--- src/sv/ipe_pkg.sv ---
// Package of the infix evaluator: widths, operation and status codes.
// Used by every module of the block; depends on nothing.
package ipe_pkg;
   localparam int ValueWidth = 48;
   localparam int StackDepthDefault = 4;
   localparam int FractionBitsDefault = 16;

   typedef enum logic [1:0] {
      OPN_CLEAR = 2'd0, OPN_PUSH_NUM = 2'd1, OPN_PUSH_OP = 2'd2, OPN_EVAL = 2'd3
   } opn_type;

   typedef enum logic [1:0] {
      OPR_ADD = 2'd0, OPR_SUB = 2'd1, OPR_MUL = 2'd2, OPR_DIV = 2'd3
   } opr_type;

   localparam logic [1:0] STATUS_OK        = 2'd0;
   localparam logic [1:0] STATUS_UNDERFLOW = 2'd1;
   localparam logic [1:0] STATUS_OVERFLOW  = 2'd2;

   // Command and result between the sequencer and the arithmetic unit.
   typedef struct packed {
      logic                  start;
      logic [1:0]            code;
      logic [ValueWidth-1:0] a;
      logic [ValueWidth-1:0] b;
   } alu_cmd_type;

   typedef struct packed {
      logic                  done;
      logic [ValueWidth-1:0] result;
   } alu_rsp_type;
endpackage

--- src/sv/ipe_req_if.sv ---
// Valid/ready channel interfaces for the request and response items.
// Depends on ipe_pkg for the value width.
interface ipe_req_if;
   logic                          valid;
   logic                          ready;
   logic [1:0]                    operation;
   logic signed [ipe_pkg::ValueWidth-1:0] operand_value;
   logic [1:0]                    operator_code;
   modport source (output valid, operation, operand_value, operator_code, input ready);
   modport sink (input valid, operation, operand_value, operator_code, output ready);
endinterface

interface ipe_rsp_if;
   logic                          valid;
   logic                          ready;
   logic signed [ipe_pkg::ValueWidth-1:0] top_value;
   logic [1:0]                    status;
   modport source (output valid, top_value, status, input ready);
   modport sink (input valid, top_value, status, output ready);
endinterface

--- src/sv/ipe_alu.sv ---
// Shared fixed-point arithmetic unit: saturating add and subtract,
// a multiplier over 24-bit digits and a bit-serial divider. Uses ipe_pkg.
module ipe_alu #(
   parameter int FRACTION_BITS = ipe_pkg::FractionBitsDefault
) (
   input  logic                 clock,
   input  logic                 reset,
   input  ipe_pkg::alu_cmd_type cmd,
   output ipe_pkg::alu_rsp_type rsp
);
   localparam int W  = ipe_pkg::ValueWidth;
   localparam int PW = 2 * W;
   localparam int HW = W / 2;
   localparam int NW = W + FRACTION_BITS;
   localparam int CW = $clog2(NW + 1);

   typedef enum logic [4:0] {
      A_IDLE = 5'b00001, A_MUL = 5'b00010, A_DIV = 5'b00100,
      A_SAT = 5'b01000, A_DONE = 5'b10000
   } astate_type;

   astate_type state_ff, state_in;
   logic          neg_ff, neg_in;
   logic [W-1:0]  ua_ff, ua_in, ub_ff, ub_in;
   logic [PW-1:0] acc_ff, acc_in;          // product or quotient magnitude
   logic [W-1:0]  rem_ff, rem_in;
   logic [NW-1:0] num_ff, num_in;
   logic [CW-1:0] cnt_ff, cnt_in;
   logic [1:0]    part_ff, part_in;
   logic [W-1:0]  res_ff, res_in;

   logic [W-1:0]  mag_a, mag_b;
   logic [W+1:0]  sum;
   logic [HW-1:0] dig_a, dig_b;
   logic [W-1:0]  part_prod;
   logic [W:0]    rem_shift;

   assign mag_a = cmd.a[W-1] ? W'(-cmd.a) : cmd.a;
   assign mag_b = cmd.b[W-1] ? W'(-cmd.b) : cmd.b;
   assign sum = (cmd.code == ipe_pkg::OPR_SUB)
              ? {{2{cmd.a[W-1]}}, cmd.a} - {{2{cmd.b[W-1]}}, cmd.b}
              : {{2{cmd.a[W-1]}}, cmd.a} + {{2{cmd.b[W-1]}}, cmd.b};
   assign dig_a = part_ff[1] ? ua_ff[W-1:HW] : ua_ff[HW-1:0];
   assign dig_b = part_ff[0] ? ub_ff[W-1:HW] : ub_ff[HW-1:0];
   assign part_prod = dig_a * dig_b;
   assign rem_shift = {rem_ff, num_ff[NW-1]};

   always_comb begin
      state_in = state_ff;
      neg_in = neg_ff; ua_in = ua_ff; ub_in = ub_ff; acc_in = acc_ff;
      rem_in = rem_ff; num_in = num_ff; cnt_in = cnt_ff; part_in = part_ff;
      res_in = res_ff;
      case (state_ff)
         A_IDLE: begin
            if (cmd.start) begin
               neg_in = cmd.a[W-1] ^ cmd.b[W-1];
               ua_in = mag_a; ub_in = mag_b;
               acc_in = '0; rem_in = '0; part_in = '0;
               num_in = NW'(mag_a) << FRACTION_BITS;
               cnt_in = CW'(NW);
               case (cmd.code)
                  ipe_pkg::OPR_MUL: state_in = A_MUL;
                  ipe_pkg::OPR_DIV: state_in = (mag_b == '0) ? A_DONE : A_DIV;
                  default: begin
                     state_in = A_DONE;
                     if (sum[W+1] && !sum[W-1]) res_in = {1'b1, {(W-1){1'b0}}};
                     else if (!sum[W+1] && sum[W-1]) res_in = {1'b0, {(W-1){1'b1}}};
                     else res_in = sum[W-1:0];
                  end
               endcase
               if (cmd.code == ipe_pkg::OPR_DIV && mag_b == '0) res_in = '0;
            end
         end
         A_MUL: begin
            acc_in = acc_ff + (PW'(part_prod) << (HW * (32'(part_ff[1]) + 32'(part_ff[0]))));
            part_in = part_ff + 2'd1;
            if (part_ff == 2'd3) state_in = A_SAT;
            else state_in = A_MUL;
            if (part_ff == 2'd3) acc_in = acc_in >> FRACTION_BITS;
         end
         A_DIV: begin
            num_in = num_ff << 1;
            // The remainder stays below the divisor, so it fits in W bits.
            if (rem_shift >= {1'b0, ub_ff}) begin
               rem_in = W'(rem_shift - {1'b0, ub_ff});
               acc_in = {acc_ff[PW-2:0], 1'b1};
            end else begin
               rem_in = rem_shift[W-1:0];
               acc_in = {acc_ff[PW-2:0], 1'b0};
            end
            cnt_in = cnt_ff - CW'(1);
            if (cnt_ff == CW'(1)) state_in = A_SAT;
         end
         A_SAT: begin
            if (neg_ff) begin
               if (acc_ff > PW'({1'b1, {(W-1){1'b0}}})) res_in = {1'b1, {(W-1){1'b0}}};
               else res_in = W'(-acc_ff);
            end else begin
               if (acc_ff > PW'({1'b0, {(W-1){1'b1}}})) res_in = {1'b0, {(W-1){1'b1}}};
               else res_in = acc_ff[W-1:0];
            end
            state_in = A_DONE;
         end
         A_DONE: state_in = A_IDLE;
         default: state_in = A_IDLE;
      endcase
   end

   always_ff @(posedge clock) begin
      if (reset) state_ff <= A_IDLE;
      else state_ff <= state_in;
      neg_ff <= neg_in; ua_ff <= ua_in; ub_ff <= ub_in; acc_ff <= acc_in;
      rem_ff <= rem_in; num_ff <= num_in; cnt_ff <= cnt_in; part_ff <= part_in;
      res_ff <= res_in;
   end

   assign rsp.done = (state_ff == A_DONE);
   assign rsp.result = res_ff;
endmodule

--- src/sv/infix_precedence_evaluator_unit.sv ---
// Top level of the infix evaluator: stacks and the reduction sequencer.
// Depends on ipe_pkg, the channel interfaces and ipe_alu.
//
//   channel | dir | payload
//   req     | in  | operation, operand_value, operator_code
//   rsp     | out | top_value, status
//
// Clear and number push go straight to output; operator push and evaluate
// pass a check state and, per reduction, the shared arithmetic unit: add,
// subtract and division by zero go straight to done, multiply sums digit
// products, divide gets one quotient bit per cycle; req.ready stays low.
// Reset is synchronous and clears both stack counts.
// A result waits in its register while rsp.ready is low.
module infix_precedence_evaluator_unit #(
   parameter int STACK_DEPTH   = ipe_pkg::StackDepthDefault,
   parameter int FRACTION_BITS = ipe_pkg::FractionBitsDefault
) (
   input logic   clock,
   input logic   reset,
   ipe_req_if.sink   req,
   ipe_rsp_if.source rsp
);
   localparam int W  = ipe_pkg::ValueWidth;
   localparam int AW = $clog2(STACK_DEPTH);
   localparam int CW = $clog2(STACK_DEPTH + 1);

   typedef enum logic [4:0] {
      S_IDLE = 5'b00001, S_CHECK = 5'b00010, S_ALU = 5'b00100,
      S_WAIT = 5'b01000, S_OUT = 5'b10000
   } state_type;

   state_type state_ff, state_in;
   logic [W-1:0]  val_mem [STACK_DEPTH];
   logic [1:0]    opr_mem [STACK_DEPTH];
   logic [CW-1:0] vcnt_ff, vcnt_in, ocnt_ff, ocnt_in;
   logic [1:0]    opn_ff, opn_in, code_ff, code_in, status_ff, status_in;
   logic [W-1:0]  top_ff, top_in;
   ipe_pkg::alu_cmd_type cmd;
   ipe_pkg::alu_rsp_type arsp;
   logic [1:0]    top_op;
   logic          do_reduce;
   logic [AW-1:0] vtop_idx, vsec_idx;

   assign vtop_idx = AW'(vcnt_ff - CW'(1));
   assign vsec_idx = AW'(vcnt_ff - CW'(2));
   assign top_op = opr_mem[AW'(ocnt_ff - CW'(1))];
   assign do_reduce = (ocnt_ff != '0) &&
      ((opn_ff == ipe_pkg::OPN_EVAL) || (top_op[1] >= code_ff[1]));

   assign cmd.start = (state_ff == S_ALU);
   assign cmd.code = top_op;
   assign cmd.a = val_mem[vsec_idx];
   assign cmd.b = val_mem[vtop_idx];

   ipe_alu #(.FRACTION_BITS(FRACTION_BITS)) u_alu (
      .clock(clock), .reset(reset), .cmd(cmd), .rsp(arsp)
   );

   always_comb begin
      state_in = state_ff; vcnt_in = vcnt_ff; ocnt_in = ocnt_ff;
      opn_in = opn_ff; code_in = code_ff; status_in = status_ff; top_in = top_ff;
      case (state_ff)
         S_IDLE: begin
            if (req.valid) begin
               opn_in = req.operation; code_in = req.operator_code;
               status_in = ipe_pkg::STATUS_OK;
               case (req.operation)
                  ipe_pkg::OPN_CLEAR: begin
                     vcnt_in = '0; ocnt_in = '0; state_in = S_OUT;
                  end
                  ipe_pkg::OPN_PUSH_NUM: begin
                     if (vcnt_ff >= CW'(STACK_DEPTH)) status_in = ipe_pkg::STATUS_OVERFLOW;
                     else vcnt_in = vcnt_ff + CW'(1);
                     state_in = S_OUT;
                  end
                  default: state_in = S_CHECK;
               endcase
            end
         end
         S_CHECK: begin
            if (do_reduce) begin
               if (vcnt_ff < CW'(2)) begin
                  ocnt_in = ocnt_ff - CW'(1);
                  status_in = ipe_pkg::STATUS_UNDERFLOW;
                  state_in = S_OUT;
               end else state_in = S_ALU;
            end else begin
               if (opn_ff == ipe_pkg::OPN_PUSH_OP) begin
                  if (ocnt_ff >= CW'(STACK_DEPTH)) status_in = ipe_pkg::STATUS_OVERFLOW;
                  else ocnt_in = ocnt_ff + CW'(1);
               end
               state_in = S_OUT;
            end
         end
         S_ALU: state_in = S_WAIT;
         S_WAIT: begin
            if (arsp.done) begin
               ocnt_in = ocnt_ff - CW'(1);
               vcnt_in = vcnt_ff - CW'(1);
               state_in = S_CHECK;
            end
         end
         S_OUT: if (rsp.ready) state_in = S_IDLE;
         default: state_in = S_IDLE;
      endcase
      if (state_ff != S_OUT && state_in == S_OUT)
         top_in = (vcnt_in == '0) ? '0 : val_mem[AW'(vcnt_in - CW'(1))];
   end

   always_ff @(posedge clock) begin
      if (state_ff == S_IDLE && req.valid && req.operation == ipe_pkg::OPN_PUSH_NUM
          && vcnt_ff < CW'(STACK_DEPTH))
         val_mem[AW'(vcnt_ff)] <= req.operand_value;
      if (state_ff == S_WAIT && arsp.done) val_mem[vsec_idx] <= arsp.result;
      if (state_ff == S_CHECK && !do_reduce && opn_ff == ipe_pkg::OPN_PUSH_OP
          && ocnt_ff < CW'(STACK_DEPTH))
         opr_mem[AW'(ocnt_ff)] <= code_ff;
   end

   // A pushed number reaches the stack at the same edge that accepts it,
   // so the result top is taken straight from the input item.
   always_ff @(posedge clock) begin
      if (reset) begin
         state_ff <= S_IDLE; vcnt_ff <= '0; ocnt_ff <= '0;
      end else begin
         state_ff <= state_in; vcnt_ff <= vcnt_in; ocnt_ff <= ocnt_in;
      end
      opn_ff <= opn_in; code_ff <= code_in; status_ff <= status_in;
      if (state_ff == S_IDLE && req.valid && req.operation == ipe_pkg::OPN_PUSH_NUM
          && vcnt_ff < CW'(STACK_DEPTH))
         top_ff <= req.operand_value;
      else top_ff <= top_in;
   end

   assign req.ready = (state_ff == S_IDLE);
   assign rsp.valid = (state_ff == S_OUT);
   assign rsp.top_value = top_ff;
   assign rsp.status = status_ff;
endmodule

--- src/flat_wrapper.sv ---
// flat-port wrapper written by rule: the top's interface ports become plain ports
module infix_precedence_evaluator_unit_flat 
#(
   parameter int STACK_DEPTH   = ipe_pkg::StackDepthDefault,
   parameter int FRACTION_BITS = ipe_pkg::FractionBitsDefault
)
  (clock, reset, req_valid, req_operation, req_operand_value, req_operator_code, req_ready, rsp_valid, rsp_top_value, rsp_status, rsp_ready);
  ipe_req_if req_i ();
  ipe_rsp_if rsp_i ();
  input logic clock;
  input logic reset;
  input wire logic [$bits(req_i.valid)-1:0] req_valid;
  input wire logic [$bits(req_i.operation)-1:0] req_operation;
  input wire logic [$bits(req_i.operand_value)-1:0] req_operand_value;
  input wire logic [$bits(req_i.operator_code)-1:0] req_operator_code;
  output wire logic [$bits(req_i.ready)-1:0] req_ready;
  output wire logic [$bits(rsp_i.valid)-1:0] rsp_valid;
  output wire logic [$bits(rsp_i.top_value)-1:0] rsp_top_value;
  output wire logic [$bits(rsp_i.status)-1:0] rsp_status;
  input wire logic [$bits(rsp_i.ready)-1:0] rsp_ready;
  assign req_i.valid = req_valid;
  assign req_i.operation = req_operation;
  assign req_i.operand_value = req_operand_value;
  assign req_i.operator_code = req_operator_code;
  assign req_ready = req_i.ready;
  assign rsp_valid = rsp_i.valid;
  assign rsp_top_value = rsp_i.top_value;
  assign rsp_status = rsp_i.status;
  assign rsp_i.ready = rsp_ready;
  infix_precedence_evaluator_unit #(.STACK_DEPTH(STACK_DEPTH), .FRACTION_BITS(FRACTION_BITS)) u_core (.clock(clock), .reset(reset), .req(req_i), .rsp(rsp_i));
endmodule
--- config.mk ---
export PLATFORM = sky130hd
export DESIGN_NAME = infix_precedence_evaluator_unit_flat
export DESIGN_NICKNAME = d
export VERILOG_FILES = /design/src/sv/ipe_pkg.sv /design/src/sv/ipe_req_if.sv /design/src/sv/ipe_alu.sv /design/src/sv/infix_precedence_evaluator_unit.sv /design/src/flat_wrapper.sv
export SDC_FILE = /design/constraint.sdc
export NUM_CORES = 2
export LEC_CHECK = 0
export ABC_AREA = 0
export BUFFER_PORTS_ARGS = -buffer_cell sky130_fd_sc_hd__buf_2
export CORE_MARGIN = 5
export CORE_UTILIZATION = 40
export CTS_BUF_LIST = sky130_fd_sc_hd__clkbuf_4
export CTS_CLUSTER_SIZE = 14
export DETAILED_ROUTE_END_ITERATION = 8
export GPL_ROUTABILITY_DRIVEN = 0
export SETUP_SLACK_MARGIN = 0.05
export SYNTH_ARGS = -nofsm -noshare
export SYNTH_HDL_FRONTEND = slang
export SYNTH_HIERARCHICAL = 1
export SYNTH_SLANG_ARGS = --single-unit
--- constraint.sdc ---
create_clock -name clock -period 14.01 [get_ports clock]
set_clock_uncertainty 0.1 [all_clocks]
set_input_delay 0.7005 -clock clock [delete_from_list [all_inputs] [get_ports clock]]
set_output_delay 0.7005 -clock clock [all_outputs]
set_load 0.01 [all_outputs]
==> results.txt <==
DP Wirelength - 174000 um
Max-slew violations - 0
Mapped Nets - 7985
P_int - 3.05 mW
Total Power - 4.31 mW
Wirelength per Cell - 24.0 um
Ports - 108
CTS Buf Count - 160
Crit. End Element - flop
Sequential power share - 48.1%
Syn Std Cell Area - 65200 um^2
GR peak layer - met2
Post-Layout Cell Count - 9419
Delay-heaviest family, CP - adder cells
Max FO, Critical Path - 48
Switching share of power - 29.2%
Area growth syn-to-layout - 8.42%
Via count - 56400
CP max stage cell - mux2i_4
Antenna violations before repair - 7
CTS tree - done
Clock Tree Buf Depth - 3
1st-iter DRT viols - 6622
First-pass GRT wire length - 340000 um
Met3 Use GR - 6.08%
Final Cycle Share - 96.5%
Met2 Use GR - 38.9%
Clock share of power - 36.5%
Syn Area/Cell - 9.23 um^2
Net Switching - 1.26 mW
Tightest Pin Transition - 1.31 ns
P_leak - 28.9 nW
Pwr per Cell Area - 61.0 nW/um^2
RSZ-0062 raised after global routing - false
Synth Instances - 7062
Setup tns final - 0 ns
Critical path type - reg -> reg
Worst VDD drop - 0.0896 mV
Die Y - 414 um
CP Launch Type - flop
Clock root cell - clkbuf_4
Gr usage total - 25.9%
Register area share after synthesis - 28.1%
# nets final - 8037
CTS Sinks - 616
Clk_lat worst skew - 1.16 ns
Async SR Flop Fraction - 0%
Max H-tree Level - 4
Fmax - 73.9 MHz
CP bufs+invs - 6
Setup Fix Bufs, Post-CTS - 0
Synth Register Bits - 616
Initial Utilization - 40.2%
Final ANT Viol Nets - 0
Fillers - 15900
Commonest non-fill, non-tap cell in the layout - nor2_1
Row Count - 148
Fin crit period - 13.53 ns
Clk pin slew, worst setup/hold paths - 0.07 ns
Drt drc - 0
Combinational share of power - 15.5%
Router iterations before antenna repair - 7
Routed vias/inst - 5.99
Largest net degree at the start of global routing - 80
Share of cells above drive strength 1 - 11.1%
Total Wirelength - 226000 um
GR Layer Usage met1 - 35.4%
Most frequent CP cell - fa_1
WP data arrival - 14.33 ns
PortBufs - 107
Slew HR - 12.4%
Most frequent cells in the layout - nor2_1 (864), nand2_1 (803), inv_1 (694)
Synth warn - 6
Slowest stage delay, CP - 0.84 ns
Distinct cells, synth - 94
Core Region - 162000 um^2
Final setup violation count - 0
Placed cells - 9071
Prevailing post-synth register cell - edfxtp_1
Core Util, Final - 43.5%
Total Die Area - 171000 um^2
EDFF count, synth - 600
Type of the tightest min-delay check - in -> reg
Required time of the worst setup path - 14.81 ns
Die width - 414 um
Status - completed
Total gr overflow - 0
Final hold vios - 0
Max cap viols - 0
Vias in the first global route - 54500
## kinds of logic after synthesis
kind of cell / after synthesis / synth area share, %
AOI/OAI and AO/OA: 1500 / 15.5
DFF: 616 / 28.1
xor gates and xnor gates: 373 / 5.01
and+or+nand+nor: 2254 / 15.2
adders and majority gates: 869 / 22.2
buffers and inverters: 1098 / 6.46
muxes: 352 / 7.46
## registers in the layout (all words and copies together) (netlist names), 3 cells and up
name	flops
u_core/ocnt_ff	3
u_core/opr_mem	8
u_core/rsp.top_value	48
u_core/state_ff	5
u_core/u_alu/acc_ff	96
u_core/u_alu/cnt_ff	7
u_core/u_alu/num_ff	48
u_core/u_alu/rem_ff	48
u_core/u_alu/res_ff	48
u_core/u_alu/state_ff	5
u_core/u_alu/ua_ff	48
u_core/u_alu/ub_ff	48
u_core/val_mem	192
u_core/vcnt_ff	3
## path summary, 6_finish.rpt
kind	end	startpoint	cells past startpoint	slack, ns
min	u_core/code_ff[0]	req_operator_code[0]	2	0.25
max reg2reg	u_core/u_alu/acc_ff[65]	u_core/u_alu/part_ff[0]	40	0.48
max	u_core/u_alu/acc_ff[65]	u_core/u_alu/part_ff[0]	40	0.48
min reg2reg	u_core/opr_mem[0][0]	u_core/code_ff[0]	0	0.41
## through the flow
stage	hold WS, ns	area (um^2)	setup WS [ns]
floorplan	0.359	65200	2.21
global placement	0.404	68100	0.800
detailed placement	0.414	68100	0.788
CTS	0.113	70600	0.747
global route	0.181	70700	0.0758
finish	0.249	70700	0.484
## Yosys cell counts, types with 54 or more instances
cell / n / area share (%)
a21o_1: 157 / 1.8
a21oi_1: 339 / 2.6
clkbuf_1: 336 / 1.9
edfxtp_1: 600 / 28
fa_1: 485 / 15
ha_1: 382 / 7.3
inv_1: 695 / 4.0
mux2_2: 91 / 1.6
mux2i_1: 163 / 2.5
mux4_2: 98 / 3.4
nand2_1: 804 / 4.6
nand3_1: 69 / 0.53
nand4_1: 66 / 0.63
nor2_1: 869 / 5.0
nor3_1: 76 / 0.58
o21ai_0: 338 / 2.6
o31ai_1: 74 / 0.85
or3_1: 54 / 0.52
xnor2_1: 232 / 3.1
xor2_1: 141 / 1.9
## power groups by stage
stage	Sequential (mW)	Clock, mW	Combinational [mW]
3_3_place_gp	2.11	0	0.633
2_1_floorplan	2.11	0	0.448
4_1_cts	2.07	1.63	0.652
6_report	2.07	1.57	0.667
3_5_place_dp	2.11	0	0.633
5_1_grt	2.07	1.72	0.709
## area by class of cell
cell class / count / area, um^2 / share of cell area [%]
repair buffers: 290 / 2060 / 2.92
multi-input cells: 5348 / 42900 / 60.7
diodes: 4 / 10.0 / 0.0142
inverters: 698 / 2620 / 3.71
well taps: 2175 / 2720 / 3.85
clock inverters: 74 / 398 / 0.563
flip-flops and latches: 616 / 18300 / 25.9
clock buffers: 214 / 1610 / 2.27
## routing by layer
layer / up-vias / share of wire [%] / wire, um
met5: - / 0.031 / 69
met4: 10 / 5.6 / 12600
met3: 578 / 10 / 22700
met2: 2992 / 43 / 97300
met1: 27900 / 41 / 93000
li1: 25000 / - / -
## repair_timing
item	CTS	global route
hold buffers	56	0
endpoints found under the hold margin	265	0
endpoints found under the setup margin	0	10
resized for setup	0	7
(Power assumes the default switching activity.)
